<file path="src/rtl/imu_gb_pkg.sv">
`timescale 1ns / 1ps
// Shared types and constants for the IMU gyro bias / free-fall block.
// No dependencies.
package imu_gb_pkg;

    localparam int DATA_W = 16;
    localparam int SQ_W   = 31;
    localparam int MAG_W  = 32;

    localparam logic [DATA_W-1:0] FALL_THR_RST = 16'd835;

    typedef struct packed {
        logic signed [DATA_W-1:0] accel_x;
        logic signed [DATA_W-1:0] accel_y;
        logic signed [DATA_W-1:0] accel_z;
        logic signed [DATA_W-1:0] gyro_x;
        logic signed [DATA_W-1:0] gyro_y;
        logic signed [DATA_W-1:0] gyro_z;
    } t_imu_in;

    typedef struct packed {
        logic signed [DATA_W-1:0] out_accel_x;
        logic signed [DATA_W-1:0] out_accel_y;
        logic signed [DATA_W-1:0] out_accel_z;
        logic signed [DATA_W-1:0] rate_x;
        logic signed [DATA_W-1:0] rate_y;
        logic signed [DATA_W-1:0] rate_z;
        logic                     falling;
        logic                     fall_onset;
    } t_imu_out;

    typedef struct packed {
        logic busy;
        logic done;
    } t_calib_status;

    typedef struct packed {
        logic load;
        logic step;
    } t_div_ctl;

endpackage

</file>
<file path="src/rtl/imu_gb_div.sv">
`timescale 1ns / 1ps
// One-axis bias divider: floor(sum / CALIB_SAMPLES) by reciprocal multiplication,
// magnitude registered on load, quotient registered on the following step.
// Depends on imu_gb_pkg.
module imu_gb_div #(
    parameter int CALIB_SAMPLES = 50
) (
    input  logic                                             i_clk,
    input  imu_gb_pkg::t_div_ctl                             i_ctl,
    input  logic signed [15+$clog2(CALIB_SAMPLES):0]         i_sum,
    output logic signed [imu_gb_pkg::DATA_W-1:0]             o_bias
);
    import imu_gb_pkg::*;

    localparam int SUM_W   = DATA_W + $clog2(CALIB_SAMPLES);
    localparam int SHIFT   = SUM_W + $clog2(CALIB_SAMPLES);
    localparam int RECIP_W = SUM_W + 1;
    localparam int PROD_W  = SUM_W + RECIP_W;
    // ceil(2^SHIFT / n): exact floor for every magnitude below 2^SUM_W
    localparam logic [RECIP_W-1:0] RECIP = RECIP_W'(((64'd1 << SHIFT)
        + 64'(CALIB_SAMPLES) - 64'd1) / 64'(CALIB_SAMPLES));

    logic [SUM_W-1:0]  w_sum_u;
    logic [SUM_W-1:0]  w_mag;
    logic [PROD_W-1:0] w_prod;

    logic [SUM_W-1:0]  r_mag;
    logic [DATA_W-1:0] r_quo;
    logic              r_neg;

    // negative sums: floor(s/n) = -((-s + n - 1) / n), and -s + n - 1 = ~s + n
    assign w_sum_u = i_sum;
    assign w_mag   = i_sum[SUM_W-1] ? (~w_sum_u + SUM_W'(CALIB_SAMPLES)) : w_sum_u;
    assign w_prod  = PROD_W'(r_mag) * PROD_W'(RECIP);

    always_ff @(posedge i_clk) begin
        if (i_ctl.load) begin
            r_mag <= w_mag;
            r_neg <= i_sum[SUM_W-1];
        end else if (i_ctl.step) begin
            r_quo <= w_prod[SHIFT +: DATA_W];
        end
    end

    assign o_bias = r_neg ? (~r_quo + DATA_W'(1)) : r_quo;

endmodule

</file>
<file path="src/rtl/imu_gb_calib.sv">
`timescale 1ns / 1ps
// Gyro bias calibration: sums the first CALIB_SAMPLES samples, then runs three dividers.
// Depends on imu_gb_pkg and imu_gb_div.
module imu_gb_calib #(
    parameter int CALIB_SAMPLES = 50
) (
    input  logic                                 i_clk,
    input  logic                                 i_rst_n,
    input  logic                                 i_accept,
    input  logic signed [imu_gb_pkg::DATA_W-1:0] i_gyro_x,
    input  logic signed [imu_gb_pkg::DATA_W-1:0] i_gyro_y,
    input  logic signed [imu_gb_pkg::DATA_W-1:0] i_gyro_z,
    output logic signed [imu_gb_pkg::DATA_W-1:0] o_bias_x,
    output logic signed [imu_gb_pkg::DATA_W-1:0] o_bias_y,
    output logic signed [imu_gb_pkg::DATA_W-1:0] o_bias_z,
    output imu_gb_pkg::t_calib_status            o_status
);
    import imu_gb_pkg::*;

    localparam int SUM_W  = DATA_W + $clog2(CALIB_SAMPLES);
    localparam int CNT_W  = $clog2(CALIB_SAMPLES + 1);

    typedef enum logic [1:0] {
        ST_ACCUM,
        ST_LOAD,
        ST_DIVIDE,
        ST_DONE
    } t_state;

    t_state                   r_state;
    logic [CNT_W-1:0]         r_count;
    logic signed [SUM_W-1:0]  r_sum_x;
    logic signed [SUM_W-1:0]  r_sum_y;
    logic signed [SUM_W-1:0]  r_sum_z;
    t_calib_status            r_status;
    t_div_ctl                 w_div_ctl;

    assign w_div_ctl.load = (r_state == ST_LOAD);
    assign w_div_ctl.step = (r_state == ST_DIVIDE);

    always_ff @(posedge i_clk) begin
        if (!i_rst_n) begin
            r_state  <= ST_ACCUM;
            r_count  <= '0;
            r_sum_x  <= '0;
            r_sum_y  <= '0;
            r_sum_z  <= '0;
            r_status <= '0;
        end else begin
            unique case (r_state)
                ST_ACCUM: begin
                    if (i_accept) begin
                        r_sum_x <= r_sum_x + SUM_W'(i_gyro_x);
                        r_sum_y <= r_sum_y + SUM_W'(i_gyro_y);
                        r_sum_z <= r_sum_z + SUM_W'(i_gyro_z);
                        r_count <= r_count + CNT_W'(1);
                        if (r_count == CNT_W'(CALIB_SAMPLES - 1)) begin
                            r_state       <= ST_LOAD;
                            r_status.busy <= 1'b1;
                        end
                    end
                end
                ST_LOAD: begin
                    r_state <= ST_DIVIDE;
                end
                ST_DIVIDE: begin
                    r_state       <= ST_DONE;
                    r_status.busy <= 1'b0;
                    r_status.done <= 1'b1;
                end
                ST_DONE: begin
                    r_state <= ST_DONE;
                end
                default: begin
                    r_state <= ST_ACCUM;
                end
            endcase
        end
    end

    assign o_status = r_status;

    imu_gb_div #(.CALIB_SAMPLES(CALIB_SAMPLES)) u_div_x (
        .i_clk  (i_clk),
        .i_ctl  (w_div_ctl),
        .i_sum  (r_sum_x),
        .o_bias (o_bias_x)
    );

    imu_gb_div #(.CALIB_SAMPLES(CALIB_SAMPLES)) u_div_y (
        .i_clk  (i_clk),
        .i_ctl  (w_div_ctl),
        .i_sum  (r_sum_y),
        .o_bias (o_bias_y)
    );

    imu_gb_div #(.CALIB_SAMPLES(CALIB_SAMPLES)) u_div_z (
        .i_clk  (i_clk),
        .i_ctl  (w_div_ctl),
        .i_sum  (r_sum_z),
        .o_bias (o_bias_z)
    );

endmodule

</file>
<file path="config.mk">
export PLATFORM = sky130hd
export DESIGN_NAME = imu_gb_calib
export DESIGN_NICKNAME = d
export VERILOG_FILES = /design/src/rtl/imu_gb_pkg.sv /design/src/rtl/imu_gb_div.sv /design/src/rtl/imu_gb_calib.sv
export SDC_FILE = /design/constraint.sdc
export NUM_CORES = 2
export LEC_CHECK = 0
export BUFFER_PORTS_ARGS = -buffer_cell sky130_fd_sc_hd__buf_4
export CAP_MARGIN = 20
export CORE_MARGIN = 2
export CORE_UTILIZATION = 40
export CTS_CLUSTER_SIZE = 12
export DETAILED_ROUTE_END_ITERATION = 16
export GPL_TIMING_DRIVEN = 0
export PLACE_DENSITY_LB_ADDON = 0.08
export SETUP_SLACK_MARGIN = 0.4
export SYNTH_ARGS = -nofsm -noshare
export SYNTH_HDL_FRONTEND = slang
export SYNTH_SLANG_ARGS = --single-unit
</file>
<file path="constraint.sdc">
create_clock -name i_clk -period 6 [get_ports i_clk]
set_input_delay 0.3 -clock i_clk [delete_from_list [all_inputs] [get_ports i_clk]]
set_output_delay 0.3 -clock i_clk [all_outputs]
set_load 0.01 [all_outputs]
</file>
==> qor.yml <==
status: "complete, but fails checks"
violations: "negative setup slack"
seq_area_frac_synth_pct: 13.74
async_reset_ff_share_pct: 0
dp_hpwl_mm: 79.46
skew_ns: 0.02050
clock.fmax_mhz: 157.2
finalMaxSlewViolations: 0
grt-ovfl-total: 0
firstDrtPassIters: 4
wl_per_cell_um: 18.06
viasPerCell: 4.932
io_buffers: 100
layout-drive-gt1-share_pct: 18.54
cts_hold_buffers: 0
timing.final.crit_share_pct: 106.0
netlist_instances: 3664
cts_max_path_buffers: 2
grt_antenna_before_repair: 4
grt_max_degree: 36
grt_pass1_wl_mm: 151.9
fp.dieH_um: 306.7
nets: 5425
initial_core_util_pct: 40.16
cts_tree: "built"
numCtsBuffers: 17
rows: 111
synth_area_per_cell_sq_um: 10.00
p_leak_nw: 21.58
finalSetupViolations: 28
power.density_nw_per_um2: 86.05
synth.distinct_cells: 83
timing.setup.tns_ns: -4.650
crit_fanout: 4
fin_area_sq_um: 44110
total_power_mw: 3.795
htree_levels: 4
syn_area_sq_um: 36650
slew_headroom_pct: 45.43
clkTransAtPathRegs_ns: 0.09
max-vdd-ir-drop_mv: 0.2573
ant_nets: 0
drt-initial-drc-count: 1238
crit_path_end_kind: "register"
timing.final.ws_setup_ns: -0.3611
finalHoldViolCount: 0
wl_mm: 95.20
coreArea_sq_um: 91250
synth_edf_count: 117
die_w_um: 306.7
finalCriticalPeriod_ns: 6.361
required_ns: 6.25
gp_congestion: 0.8487
crit_type: "register to register"
grt_pass1_vias: 27290
ys_warn_count: 0
ys_seq_elements: 193
io_pins: 101
num_vias: 25990
worstPathArrival_ns: 6.61
clk_latency_ns: 0.52
fin_util_pct: 48.34
fp.dieArea_sq_um: 94050
hold_path_class: "input pin to register"
startpoint_type: "register"
synth-main-ff-cell: "edfxtp_1"
cts-root-buf: "clkbuf_16"
maxCapViolations: 0
pre_cts_slack_ns: -0.9783
layout_commonest_cell: "inv_1"
rsz0062_at_grt: "yes"
dpl-instance-area_sq_um: 39350
numClockSinks: 193
final_cell_mix: "inv_1 (817), ha_1 (650), fa_1 (504)"
worstMarginPinSlew_ns: 0.8185
syn-num-nets: 5019
syn2layout_area_growth_pct: 20.36
post-route-drc-count: 0
grt_util_all_layers_pct: 20.98
cells in the mapped netlist, types with 20 or more instances:
cell type / count / area (sq um)
a211oi_1: 22 / 165.2
a21o_1: 75 / 563.0
a21oi_1: 147 / 735.7
and3_1: 22 / 137.6
clkbuf_1: 35 / 131.4
dfxtp_1: 76 / 1521
edfxtp_1: 117 / 3513
fa_1: 534 / 10690
ha_1: 770 / 9634
inv_1: 873 / 3277
nand2_1: 192 / 720.7
nand2b_1: 29 / 181.4
nand3_1: 48 / 240.2
nand4_1: 20 / 125.1
nor2_1: 85 / 319.1
nor3_1: 32 / 160.2
o21ai_0: 81 / 405.4
o21ai_1: 23 / 115.1
o31ai_1: 22 / 165.2
or4_1: 21 / 157.7
xnor2_1: 151 / 1323
xor2_1: 46 / 402.9
metrics by stage:
stage          instances  hold slack [ns]
2_1_floorplan       3664           0.4534
3_3_place_gp        4950           0.4610
3_5_place_dp        4955           0.4668
4_1_cts             5213          0.07691
5_1_grt             5269           0.1052
6_report            5270           0.1084
state kept, by name (all words and copies together) (netlist names):
register	flops
u_div_x.r_quo	16
u_div_z.r_quo	16
u_div_y.r_neg	1
u_div_z.r_neg	1
o_status	2
r_sum_z	22
r_state	2
r_sum_x	22
r_count	6
r_sum_y	22
u_div_y.r_mag	22
u_div_y.r_quo	16
u_div_x.r_neg	1
u_div_x.r_mag	22
u_div_z.r_mag	22
final cells by class:
type	count	area (sq um)
Antenna cell	1	2.502
Buffer	41	165.2
Clock buffer	17	425.4
Clock inverter	15	186.4
Fill cell	8596	47140
Inverter	874	3283
Multi-Input combinational cell	2556	30250
Sequential cell	193	5035
Tap cell	1186	1484
Timing Repair Buffer	387	3274
critical path, stage by stage (launching register included):
cell and delay (ns):
edfxtp_1 0.45, buf_4 0.17, ha_4 0.28, inv_1 0.06, fa_2 0.58, fa_1 0.42
inv_1 0.08, fa_1 0.42, fa_1 0.49, fa_1 0.53, inv_1 0.06, fa_1 0.51
inv_1 0.04, ha_2 0.17, a211o_4 0.36, a221o_1 0.33, nand2_2 0.11, o211ai_1 0.16
o2bb2ai_4 0.22, o21ai_2 0.19, nand2_2 0.08, a31o_1 0.24, xor2_1 0.14
path summary, 6_finish.rpt:
kind | endpoint | from | cells after the start | slack (ns)
hold reg to reg | o_status[0]$_SDFFE_PN0N_ | o_status[0]$_SDFFE_PN0N_ | 2 | 0.49
setup / recovery | u_div_y.r_quo[8]$_DFFE_PP_ | u_div_y.r_mag[13]$_DFFE_PN_ | 22 | -0.36
setup reg to reg | u_div_y.r_quo[8]$_DFFE_PP_ | u_div_y.r_mag[13]$_DFFE_PN_ | 22 | -0.36
hold / removal | r_sum_z[21]$_SDFFE_PN0P_ | i_rst_n | 3 | 0.11
power breakdown:
group / internal, mW / total [mW] / switching [mW]
sequential: 1.49 / 1.60 / 0.110
clock: 0.600 / 1.26 / 0.659
combinational: 0.416 / 0.932 / 0.516
total: 2.51 / 3.80 / 1.29
metal layers:
metal / share of wire [%] / global-route usage, % / up-vias
met2: 45 / 33.35 / 291
met5: 0.041 / 0 / -
li1: - / - / 12890
met4: 1.3 / 3.762 / 6
met1: 50 / 30.94 / 12750
met3: 3.2 / 2.509 / 61
cell families after synthesis:
kind of cell / Yosys count / share of synthesized area [%]
flops: 193 / 13.74
fa+ha+maj: 1304 / 55.46
buf+inv: 915 / 9.403
simple gates: 536 / 7.276
mux: 4 / 0.1093
xor+xnor: 197 / 4.708
compound gates: 515 / 9.301
what timing repair did:
item                       in CTS  in global routing
gates cloned                    0                  0
pin swaps                     144                110
buffers inserted              226                 56
setup endpoints to repair      48                 48
resized for setup             224                143
Power figures use the tool's default switching activity.
